## src/sv/t0pbe_pkg.sv

```systemverilog
// ----------------------------------------------------------------------------
// T=0 procedure byte engine package
// Item and result types, command, action and error codes, defaults.
// ----------------------------------------------------------------------------
package t0pbe_pkg;

  localparam int unsigned MaxCommandDef    = 260;
  localparam int unsigned MaxProceduresDef = 2048;

  localparam logic [15:0] WaitTicksDef = 16'd1500;
  localparam logic [15:0] NullLimitDef = 16'd32;

  // configuration register indexes
  localparam logic CfgWaitTicks = 1'b0;
  localparam logic CfgNullLimit = 1'b1;

  // input commands
  localparam logic [1:0] CMD_START = 2'd0;
  localparam logic [1:0] CMD_BYTE  = 2'd1;
  localparam logic [1:0] CMD_TICK  = 2'd2;

  typedef enum logic [2:0] {
    ACT_NONE      = 3'd0,
    ACT_SEND_HDR  = 3'd1,
    ACT_SEND_BODY = 3'd2,
    ACT_SEND_ONE  = 3'd3,
    ACT_STORE     = 3'd4,
    ACT_DONE      = 3'd5,
    ACT_ERROR     = 3'd6
  } action_e;

  localparam logic [3:0] ERR_NONE          = 4'd0;
  localparam logic [3:0] ERR_BAD_LENGTH    = 4'd1;
  localparam logic [3:0] ERR_BAD_CASE      = 4'd2;
  localparam logic [3:0] ERR_TMO_PROC      = 4'd3;
  localparam logic [3:0] ERR_NULL_LIMIT    = 4'd4;
  localparam logic [3:0] ERR_NO_ROOM_SW    = 4'd5;
  localparam logic [3:0] ERR_TMO_SW2       = 4'd6;
  localparam logic [3:0] ERR_ACK_AFTER     = 4'd7;
  localparam logic [3:0] ERR_NO_ROOM_LE    = 4'd8;
  localparam logic [3:0] ERR_TMO_BLOCK     = 4'd9;
  localparam logic [3:0] ERR_NACK_SENT     = 4'd10;
  localparam logic [3:0] ERR_NACK_RECV     = 4'd11;
  localparam logic [3:0] ERR_NO_ROOM_ONE   = 4'd12;
  localparam logic [3:0] ERR_TMO_ONE       = 4'd13;
  localparam logic [3:0] ERR_BAD_PROC      = 4'd14;
  localparam logic [3:0] ERR_PROC_LIMIT    = 4'd15;

  localparam logic [7:0] NullByte  = 8'h60;
  localparam logic [7:0] HiNibMask = 8'hF0;
  localparam logic [7:0] Sw1HiA    = 8'h60;
  localparam logic [7:0] Sw1HiB    = 8'h90;
  localparam logic [7:0] InsMask   = 8'h0E;

  typedef struct packed {
    logic [1:0] cmd;
    logic [7:0] ins_code;
    logic [7:0] length_byte;
    logic [8:0] command_length;
    logic [8:0] resp_capacity;
    logic [7:0] card_byte;
  } item_t;

  typedef struct packed {
    action_e    action;
    logic [8:0] offset;
    logic [8:0] count;
    logic [7:0] stored_byte;
    logic [3:0] error_code;
    logic [8:0] resp_length;
  } result_t;

endpackage

```

## src/sv/t0pbe_core.sv

```systemverilog
// ----------------------------------------------------------------------------
// T=0 procedure byte engine core
// Exchange state and the single-pass classification of one item.
// ----------------------------------------------------------------------------
module t0pbe_core import t0pbe_pkg::*; #(
  parameter int unsigned MAX_COMMAND    = MaxCommandDef,
  parameter int unsigned MAX_PROCEDURES = MaxProceduresDef
) (
  input  logic        clk_i,
  input  logic        rst_ni,
  input  logic        en_i,
  input  item_t       item_i,
  input  logic [15:0] wait_ticks_i,
  input  logic [15:0] null_limit_i,
  output result_t     res_o
);

  localparam int unsigned PcW = $clog2(MAX_PROCEDURES + 1);
  localparam logic [8:0]     MaxCmd  = 9'(MAX_COMMAND);
  localparam logic [PcW-1:0] MaxProc = PcW'(MAX_PROCEDURES);

  typedef enum logic [2:0] {
    PH_IDLE  = 3'd0,
    PH_PROC  = 3'd1,
    PH_SW2   = 3'd2,
    PH_BLOCK = 3'd3,
    PH_ONE   = 3'd4
  } phase_e;

  phase_e         phase_q, phase_d;
  logic [7:0]     ins_q, ins_d;
  logic           case3_q, case3_d;
  logic [8:0]     exp_q, exp_d;
  logic [8:0]     cap_q, cap_d;
  logic [8:0]     rcv_q, rcv_d;
  logic [7:0]     sent_q, sent_d;
  logic [15:0]    null_q, null_d;
  logic [15:0]    wait_q, wait_d;
  logic [PcW-1:0] pc_q, pc_d;
  logic [8:0]     rem_q, rem_d;

  logic [15:0] wlim, nlim;
  logic [16:0] wait_inc, null_inc;
  logic        c2, c3, bad_len, is_sw1, is_ack, is_nack;
  logic [7:0]  b, p3;
  logic [8:0]  clen, cap, rem_dec;

  assign wlim     = (wait_ticks_i != '0) ? wait_ticks_i : WaitTicksDef;
  assign nlim     = (null_limit_i != '0) ? null_limit_i : NullLimitDef;
  assign wait_inc = {1'b0, wait_q} + 17'd1;
  assign null_inc = {1'b0, null_q} + 17'd1;
  assign b        = item_i.card_byte;
  assign p3       = item_i.length_byte;
  assign clen     = item_i.command_length;
  assign cap      = item_i.resp_capacity;
  assign bad_len  = (clen < 9'd5) || (clen > MaxCmd) || (cap < 9'd2);
  assign c2       = (clen == 9'd5);
  assign c3       = (p3 != '0) && (clen == ({1'b0, p3} + 9'd5));
  assign is_sw1   = ((b & HiNibMask) == Sw1HiA) || ((b & HiNibMask) == Sw1HiB);
  assign is_ack   = (b & InsMask) == (ins_q & InsMask);
  assign is_nack  = (b & InsMask) == (~ins_q & InsMask);
  assign rem_dec  = (rem_q != '0) ? rem_q - 9'd1 : rem_q;

  always_comb begin
    res_o   = '0;
    phase_d = phase_q;
    ins_d   = ins_q;
    case3_d = case3_q;
    exp_d   = exp_q;
    cap_d   = cap_q;
    rcv_d   = rcv_q;
    sent_d  = sent_q;
    null_d  = null_q;
    wait_d  = wait_q;
    pc_d    = pc_q;
    rem_d   = rem_q;

    if (item_i.cmd == CMD_START) begin
      if (bad_len) begin
        res_o.action     = ACT_ERROR;
        res_o.error_code = ERR_BAD_LENGTH;
        phase_d          = PH_IDLE;
      end else if (!c2 && !c3) begin
        res_o.action     = ACT_ERROR;
        res_o.error_code = ERR_BAD_CASE;
        phase_d          = PH_IDLE;
      end else begin
        ins_d   = item_i.ins_code;
        case3_d = c3;
        exp_d   = (c3 || p3 != '0) ? {1'b0, p3} : 9'd256;
        cap_d   = cap;
        rcv_d   = '0;
        sent_d  = '0;
        null_d  = '0;
        wait_d  = '0;
        pc_d    = '0;
        rem_d   = '0;
        phase_d = PH_PROC;
        res_o.action = ACT_SEND_HDR;
        res_o.count  = 9'd5;
      end
    end else if (item_i.cmd != CMD_BYTE && item_i.cmd != CMD_TICK) begin
      res_o.action = ACT_NONE;
    end else if (phase_q == PH_IDLE) begin
      res_o.action = ACT_NONE;
    end else if (phase_q == PH_PROC && pc_q >= MaxProc) begin
      res_o.action     = ACT_ERROR;
      res_o.error_code = ERR_PROC_LIMIT;
      phase_d          = PH_IDLE;
    end else if (item_i.cmd == CMD_TICK) begin
      wait_d = wait_inc[15:0];
      if (wait_inc >= {1'b0, wlim}) begin
        res_o.action = ACT_ERROR;
        phase_d      = PH_IDLE;
        case (phase_q)
          PH_PROC:  res_o.error_code = ERR_TMO_PROC;
          PH_SW2:   res_o.error_code = ERR_TMO_SW2;
          PH_BLOCK: res_o.error_code = ERR_TMO_BLOCK;
          default:  res_o.error_code = ERR_TMO_ONE;
        endcase
      end
    end else begin
      wait_d = '0;
      case (phase_q)
        PH_PROC: begin
          pc_d = pc_q + PcW'(1);
          if (b == NullByte) begin
            null_d = null_inc[15:0];
            if (null_inc >= {1'b0, nlim}) begin
              res_o.action     = ACT_ERROR;
              res_o.error_code = ERR_NULL_LIMIT;
              phase_d          = PH_IDLE;
            end
          end else if (is_sw1) begin
            if (({1'b0, rcv_q} + 10'd2) > {1'b0, cap_q}) begin
              res_o.action     = ACT_ERROR;
              res_o.error_code = ERR_NO_ROOM_SW;
              phase_d          = PH_IDLE;
            end else begin
              res_o.action      = ACT_STORE;
              res_o.offset      = rcv_q;
              res_o.stored_byte = b;
              rcv_d             = rcv_q + 9'd1;
              phase_d           = PH_SW2;
            end
          end else if (is_ack) begin
            null_d = '0;
            if (case3_q) begin
              if (sent_q != '0 || exp_q == '0) begin
                res_o.action     = ACT_ERROR;
                res_o.error_code = ERR_ACK_AFTER;
                phase_d          = PH_IDLE;
              end else begin
                sent_d       = exp_q[7:0];
                res_o.action = ACT_SEND_BODY;
                res_o.offset = 9'd5;
                res_o.count  = exp_q;
              end
            end else if (({1'b0, rcv_q} + {1'b0, exp_q} + 10'd2) > {1'b0, cap_q}) begin
              res_o.action     = ACT_ERROR;
              res_o.error_code = ERR_NO_ROOM_LE;
              phase_d          = PH_IDLE;
            end else begin
              rem_d   = exp_q;
              phase_d = PH_BLOCK;
            end
          end else if (is_nack) begin
            null_d = '0;
            if (case3_q) begin
              if ({1'b0, sent_q} >= exp_q) begin
                res_o.action     = ACT_ERROR;
                res_o.error_code = ERR_NACK_SENT;
                phase_d          = PH_IDLE;
              end else begin
                res_o.action = ACT_SEND_ONE;
                res_o.offset = 9'd5 + {1'b0, sent_q};
                res_o.count  = 9'd1;
                sent_d       = sent_q + 8'd1;
              end
            end else if (rcv_q >= exp_q) begin
              res_o.action     = ACT_ERROR;
              res_o.error_code = ERR_NACK_RECV;
              phase_d          = PH_IDLE;
            end else if (({1'b0, rcv_q} + 10'd1) > {1'b0, cap_q}) begin
              res_o.action     = ACT_ERROR;
              res_o.error_code = ERR_NO_ROOM_ONE;
              phase_d          = PH_IDLE;
            end else begin
              phase_d = PH_ONE;
            end
          end else begin
            res_o.action     = ACT_ERROR;
            res_o.error_code = ERR_BAD_PROC;
            phase_d          = PH_IDLE;
          end
        end
        PH_SW2: begin
          res_o.action      = ACT_DONE;
          res_o.offset      = rcv_q;
          res_o.stored_byte = b;
          res_o.resp_length = rcv_q + 9'd1;
          phase_d           = PH_IDLE;
        end
        PH_BLOCK: begin
          res_o.action      = ACT_STORE;
          res_o.offset      = rcv_q;
          res_o.stored_byte = b;
          rcv_d             = rcv_q + 9'd1;
          rem_d             = rem_dec;
          if (rem_dec == '0) begin
            phase_d = PH_PROC;
          end
        end
        default: begin
          res_o.action      = ACT_STORE;
          res_o.offset      = rcv_q;
          res_o.stored_byte = b;
          rcv_d             = rcv_q + 9'd1;
          phase_d           = PH_PROC;
        end
      endcase
    end
  end

  always_ff @(posedge clk_i or negedge rst_ni) begin
    if (!rst_ni) begin
      phase_q <= PH_IDLE;
      ins_q   <= '0;
      case3_q <= 1'b0;
      exp_q   <= '0;
      cap_q   <= '0;
      rcv_q   <= '0;
      sent_q  <= '0;
      null_q  <= '0;
      wait_q  <= '0;
      pc_q    <= '0;
      rem_q   <= '0;
    end else if (en_i) begin
      phase_q <= phase_d;
      ins_q   <= ins_d;
      case3_q <= case3_d;
      exp_q   <= exp_d;
      cap_q   <= cap_d;
      rcv_q   <= rcv_d;
      sent_q  <= sent_d;
      null_q  <= null_d;
      wait_q  <= wait_d;
      pc_q    <= pc_d;
      rem_q   <= rem_d;
    end
  end

endmodule

```

## src/sv/t0_procedure_byte_engine.sv

```systemverilog
// ----------------------------------------------------------------------------
// T=0 procedure byte engine
// Smart-card T=0 exchange controller: header, procedure bytes, status words.
// ----------------------------------------------------------------------------
// The engine takes one item per clock while in_stall_o is low and returns
// exactly one result item for each: an input register captures the item,
// the core classifies it against the exchange state in one pass, and a
// result register holds the answer until the consumer takes it. A start item
// checks the lengths, decides whether the card returns Le bytes or takes an
// Lc body, and asks for the 5-byte header; each card byte is then handled as
// NULL, SW1/SW2, ACK or NACK, and tick items count the card wait time. The
// host moves the actual bytes at the offset and count given in each result.
// Throughput is one item per cycle while the consumer does not stall, set by
// the single state update in the core; there is no start-up sweep after reset.
// Write the configuration registers only while no exchange is in flight.
module t0_procedure_byte_engine import t0pbe_pkg::*; #(
  parameter int unsigned MAX_COMMAND    = MaxCommandDef,
  parameter int unsigned MAX_PROCEDURES = MaxProceduresDef
) (
  input  logic        clk_i,
  input  logic        rst_ni,
  // configuration write port
  input  logic        cfg_we_i,
  input  logic        cfg_index_i,
  input  logic [15:0] cfg_data_i,
  // input item channel
  input  logic        in_valid_i,
  output logic        in_stall_o,
  input  logic [1:0]  cmd_i,
  input  logic [7:0]  ins_code_i,
  input  logic [7:0]  length_byte_i,
  input  logic [8:0]  command_length_i,
  input  logic [8:0]  resp_capacity_i,
  input  logic [7:0]  card_byte_i,
  // result item channel
  output logic        out_valid_o,
  input  logic        out_stall_i,
  output logic [2:0]  action_o,
  output logic [8:0]  offset_o,
  output logic [8:0]  count_o,
  output logic [7:0]  stored_byte_o,
  output logic [3:0]  error_code_o,
  output logic [8:0]  resp_length_o
);

  logic [15:0] wait_ticks_q, null_limit_q;
  logic        in_vld_q, in_vld_d;
  item_t       in_q;
  logic        out_vld_q, out_vld_d;
  result_t     out_q;
  result_t     core_res;
  logic        in_acc, adv, fire;

  // Config registers: plain writes, no read-back.
  always_ff @(posedge clk_i or negedge rst_ni) begin
    if (!rst_ni) begin
      wait_ticks_q <= WaitTicksDef;
      null_limit_q <= NullLimitDef;
    end else if (cfg_we_i) begin
      case (cfg_index_i)
        CfgWaitTicks: wait_ticks_q <= cfg_data_i;
        CfgNullLimit: null_limit_q <= cfg_data_i;
        default:      wait_ticks_q <= wait_ticks_q;
      endcase
    end
  end

  // The input stage moves on whenever the result register is empty or drains.
  assign adv        = !out_vld_q || !out_stall_i;
  assign fire       = in_vld_q && adv;
  assign in_stall_o = in_vld_q && !adv;
  assign in_acc     = in_valid_i && !in_stall_o;

  // Hold the item while the stage is blocked, drop the valid once it leaves.
  always_comb begin
    in_vld_d = in_vld_q;
    if (in_acc) begin
      in_vld_d = 1'b1;
    end else if (fire) begin
      in_vld_d = 1'b0;
    end
  end

  // Result register: load on fire, hold while the consumer stalls.
  always_comb begin
    out_vld_d = out_vld_q && out_stall_i;
    if (fire) begin
      out_vld_d = 1'b1;
    end
  end

  always_ff @(posedge clk_i or negedge rst_ni) begin
    if (!rst_ni) begin
      in_vld_q  <= 1'b0;
      out_vld_q <= 1'b0;
    end else begin
      in_vld_q  <= in_vld_d;
      out_vld_q <= out_vld_d;
    end
  end

  // Payload registers carry no reset.
  always_ff @(posedge clk_i) begin
    if (in_acc) begin
      in_q.cmd            <= cmd_i;
      in_q.ins_code       <= ins_code_i;
      in_q.length_byte    <= length_byte_i;
      in_q.command_length <= command_length_i;
      in_q.resp_capacity  <= resp_capacity_i;
      in_q.card_byte      <= card_byte_i;
    end
    if (fire) begin
      out_q <= core_res;
    end
  end

  t0pbe_core #(
    .MAX_COMMAND    (MAX_COMMAND),
    .MAX_PROCEDURES (MAX_PROCEDURES)
  ) u_core (
    .clk_i        (clk_i),
    .rst_ni       (rst_ni),
    .en_i         (fire),
    .item_i       (in_q),
    .wait_ticks_i (wait_ticks_q),
    .null_limit_i (null_limit_q),
    .res_o        (core_res)
  );

  assign out_valid_o   = out_vld_q;
  assign action_o      = out_q.action;
  assign offset_o      = out_q.offset;
  assign count_o       = out_q.count;
  assign stored_byte_o = out_q.stored_byte;
  assign error_code_o  = out_q.error_code;
  assign resp_length_o = out_q.resp_length;

endmodule

```

## config.mk

```make
export PLATFORM = sky130hd
export DESIGN_NAME = t0_procedure_byte_engine
export DESIGN_NICKNAME = d
export VERILOG_FILES = /design/src/sv/t0pbe_pkg.sv /design/src/sv/t0pbe_core.sv /design/src/sv/t0_procedure_byte_engine.sv
export SDC_FILE = /design/constraint.sdc
export NUM_CORES = 1
export LEC_CHECK = 0
export ABC_CLOCK_PERIOD_IN_PS = 6950
export BUFFER_PORTS_ARGS = -buffer_cell sky130_fd_sc_hd__buf_2
export CORE_ASPECT_RATIO = 0.5
export CORE_MARGIN = 5
export CORE_UTILIZATION = 30
export DETAILED_ROUTE_END_ITERATION = 10
export MAX_ROUTING_LAYER = met4
export SETUP_SLACK_MARGIN = 0.1
export SLEW_MARGIN = 25
export SYNTH_ARGS = -nofsm -noshare
export SYNTH_HDL_FRONTEND = slang
export SYNTH_SLANG_ARGS = --single-unit
```

## constraint.sdc

```tcl
create_clock -name clk_i -period 6.95 [get_ports clk_i]
set_input_delay 1.39 -clock clk_i [delete_from_list [all_inputs] [get_ports clk_i]]
set_output_delay 1.39 -clock clk_i [all_outputs]
set_load 0.005 [all_outputs]
```

==> metrics.txt <==
kind of critical path=flip-flop to flip-flop; post-synthesis mux area share=3.565%; crit path time final=5345 ps; pre-CTS setup slack=1703 ps; Clk Latency, worst-skew pair=540 ps; clock buffer depth=3; fillcell total=4285; Synth Area in Adders=10.70%; dpl hpwl=26030 µm; Die Area=47190 µm²; Primary FF master, synth=dfrtp_1; TritonCTS Buffers=23; Post-synth EDFFs=81; register area share after synthesis=44.26%; Worst R2R Start=u_core.exp_q[2]; Antenna Nets Post-Route=0; H-tree depth=1; cells after synthesis=1297; Clk Tree Root Cell=clkbuf_16; Site Rows=53; Final Slew Violations=0; hold depth=1; Final period util=76.90%; Die Span Y=156.1 µm; main area contributors after synthesis=dfrtp_1 24%, edfxtp_1 19%, ha_1 11%, o21ai_0 3.6%, nand2_1 3.2%; Synthesized Nets=1472; Synth top area share=23.64%; synthesized area=12810 µm²; commonest non-fill, non-tap cell in the layout=dfrtp_1; Diodes inserted=0; design area=14680 µm²; RSZ-0062 raised after global routing=false; post-CTS setup buffer count=0; Pwr Total=3.881 mW; cells on worst reg2reg path=19; synth unique cells=87; critical path endpoint category=flip-flop; Worst Hold Class=flip-flop to flip-flop; Boundary Pins=110; startpoint types=flip-flop; DRC=0; Avg Vias per Cell=5.142; Post-Route Utilization=34.85%; Initial Util=30.42%; DR vias=10190; CTS tree=yes; Setup-failing EPs final=0; WHS Endpoint=out_valid_o; DR iter-0 viols=782; R2R Path End=u_core.rem_q[7]; clk sink count=210; final setup margin=1605 ps; Core Area=42110 µm²; CP Data Required Time=7370 ps; hold wc startpoint=in_vld_q; port buffer count=104; global-route wire length before repair=54970 µm; post-synthesis xor/xnor area fraction=4.512%; Routed WL per cell=17.61 µm; gr usage total=14.89%; area grow syn2layout=14.56%; Synth Register Bits=210; Worst-path clk slew=60 ps; crit-path max FO=6; Yosys Warn Count=0; final cell count without fillers=1981; pin count of the biggest net entering global routing=70; Placed Instances=1939; LEAKAGE=6.441 nW; layout cells sized above 1=14.81%; Synth Area in Compound Gates=15.89%; area leader, netlist=dfrtp_1; DRT Wirelength=34880 µm; pin slew with the least headroom to its limit=985.5 ps; TritonRoute pass-1 iters=7; Max Freq=0.1871 GHz; largest family of logic cells by synthesized area=simple AND/OR/NAND/NOR gates; total grt overflow=0; Setup Skew=19.81 ps; Final Hold Viols=0; Pwr Density=264.4 nW/µm²; Async SR Flop Fraction=61.43%; Max IR drop VDD=0.0001399 V; Syn Area/Cell=9.877 µm²; setup slack, reg-to-reg=1610 ps; Die Wd=302.2 µm; run status=finished, final reports clean; relative slew slack=34.20%; initial antenna violation count=1; Hold Buf Count CTS=0; GPL Wtd Cong=0.9142; most frequent cells in the layout=121 x dfrtp_1, 108 x nand2_1, 108 x ha_1; final hold slack=466.2 ps; Critical Path AT=5760 ps; Placed Instance Area=13910 µm²; vias in the first global route=9728; Synth Area in Simple Gates=16.95%; PostCTS Resize Cnt=0; Layout Nets=1562; Setup Total Neg Slack=0 ps; Maximum Capacitance Violations=0
==> report_power, final <==
part	internal [mW]	leakage [nW]	switching, mW
Combinational	0.431	3.74	0.602
Clock	0.733	0.363	0.526
Sequential	1.43	2.33	0.158
Total	2.59	6.44	1.29
==> worst max-delay path, stage by stage, from the launching register on <==
cell and delay [ps]:
dfrtp_1 450, inv_1 150, ha_1 400, inv_1 70, ha_1 290, a21o_1 180, a21oi_1 220, o21bai_1 100
a21oi_1 240, o21bai_1 90, a21oi_1 170, xnor2_1 140, ha_1 260, nand4_1 110, nor3_1 60, o41ai_1 730
nand3_1 430, o311ai_1 400, nand3_1 340, mux2_2 370
==> area by class of cell <==
type	count	area, µm²	area share, %
flip-flops and latches	210	5670	38.64
clock buffers	28	604.3	4.118
repair buffers	110	575.6	3.922
inverters	87	326.6	2.225
multi-input cells	955	6621	45.12
well taps	577	721.9	4.919
clock inverters	14	156.4	1.066
==> worst max-delay path by stage <==
stage / start / end / slack, ps
floorplan: u_core.rcv_q[2] / u_core.rem_q[2] / 2760
global placement: u_core.exp_q[2] / u_core.rem_q[6] / 1750
detailed placement: u_core.exp_q[2] / u_core.rem_q[3] / 1700
CTS: u_core.exp_q[2] / u_core.rem_q[7] / 1670
global route: u_core.exp_q[2] / u_core.rem_q[7] / 1200
finish: u_core.exp_q[2] / u_core.rem_q[7] / 1610
==> sequential cells by signal, summed over array words and instances (netlist names), 12 cells and up <==
| signal | count |
|---|---|
| u_core.wait_q | 16 |
| u_core.null_q | 16 |
| wait_ticks_q | 16 |
| null_limit_q | 16 |
| u_core.pc_q | 12 |
| in_q | 39 |
==> cell families after synthesis <==
logic type | after synthesis
AOI/OAI and AO/OA | 310
xor gates and xnor gates | 66
adders and majority gates | 109
buffers and inverters | 132
DFF | 210
muxes | 41
and+or+nand+nor | 429
==> metal layers <==
| metal | up-vias | global-route usage [%] | share of wire [%] |
|---|---|---|---|
| met5 | - | - | 0 |
| met4 | 0 | 2.661 | 1.7 |
| met3 | 43 | 2.211 | 4.3 |
| met2 | 216 | 24.90 | 48 |
| met1 | 4981 | 19.55 | 46 |
| li1 | 4946 | - | - |
==> Yosys cell counts, types with 8 or more instances <==
master      n
dfrtp_1   121
ha_1      108
nand2_1   108
o21ai_0    92
nor2_1     87
inv_1      86
edfxtp_1   81
a21oi_1    64
nand3_1    55
xnor2_1    39
clkbuf_1   34
mux2_2     32
nor3_1     29
xor2_1     27
nor4_1     25
and3_1     22
and2_1     19
o31ai_1    16
a22o_1     13
a31oi_1    13
nand4_1    13
nand2b_1   12
nor2b_1    11
o21a_1     11
a21o_1     10
a22oi_1    10
or3_1      10
or4_1      10
a221o_1     9
dfstp_2     8
(Power assumes the default switching activity.)
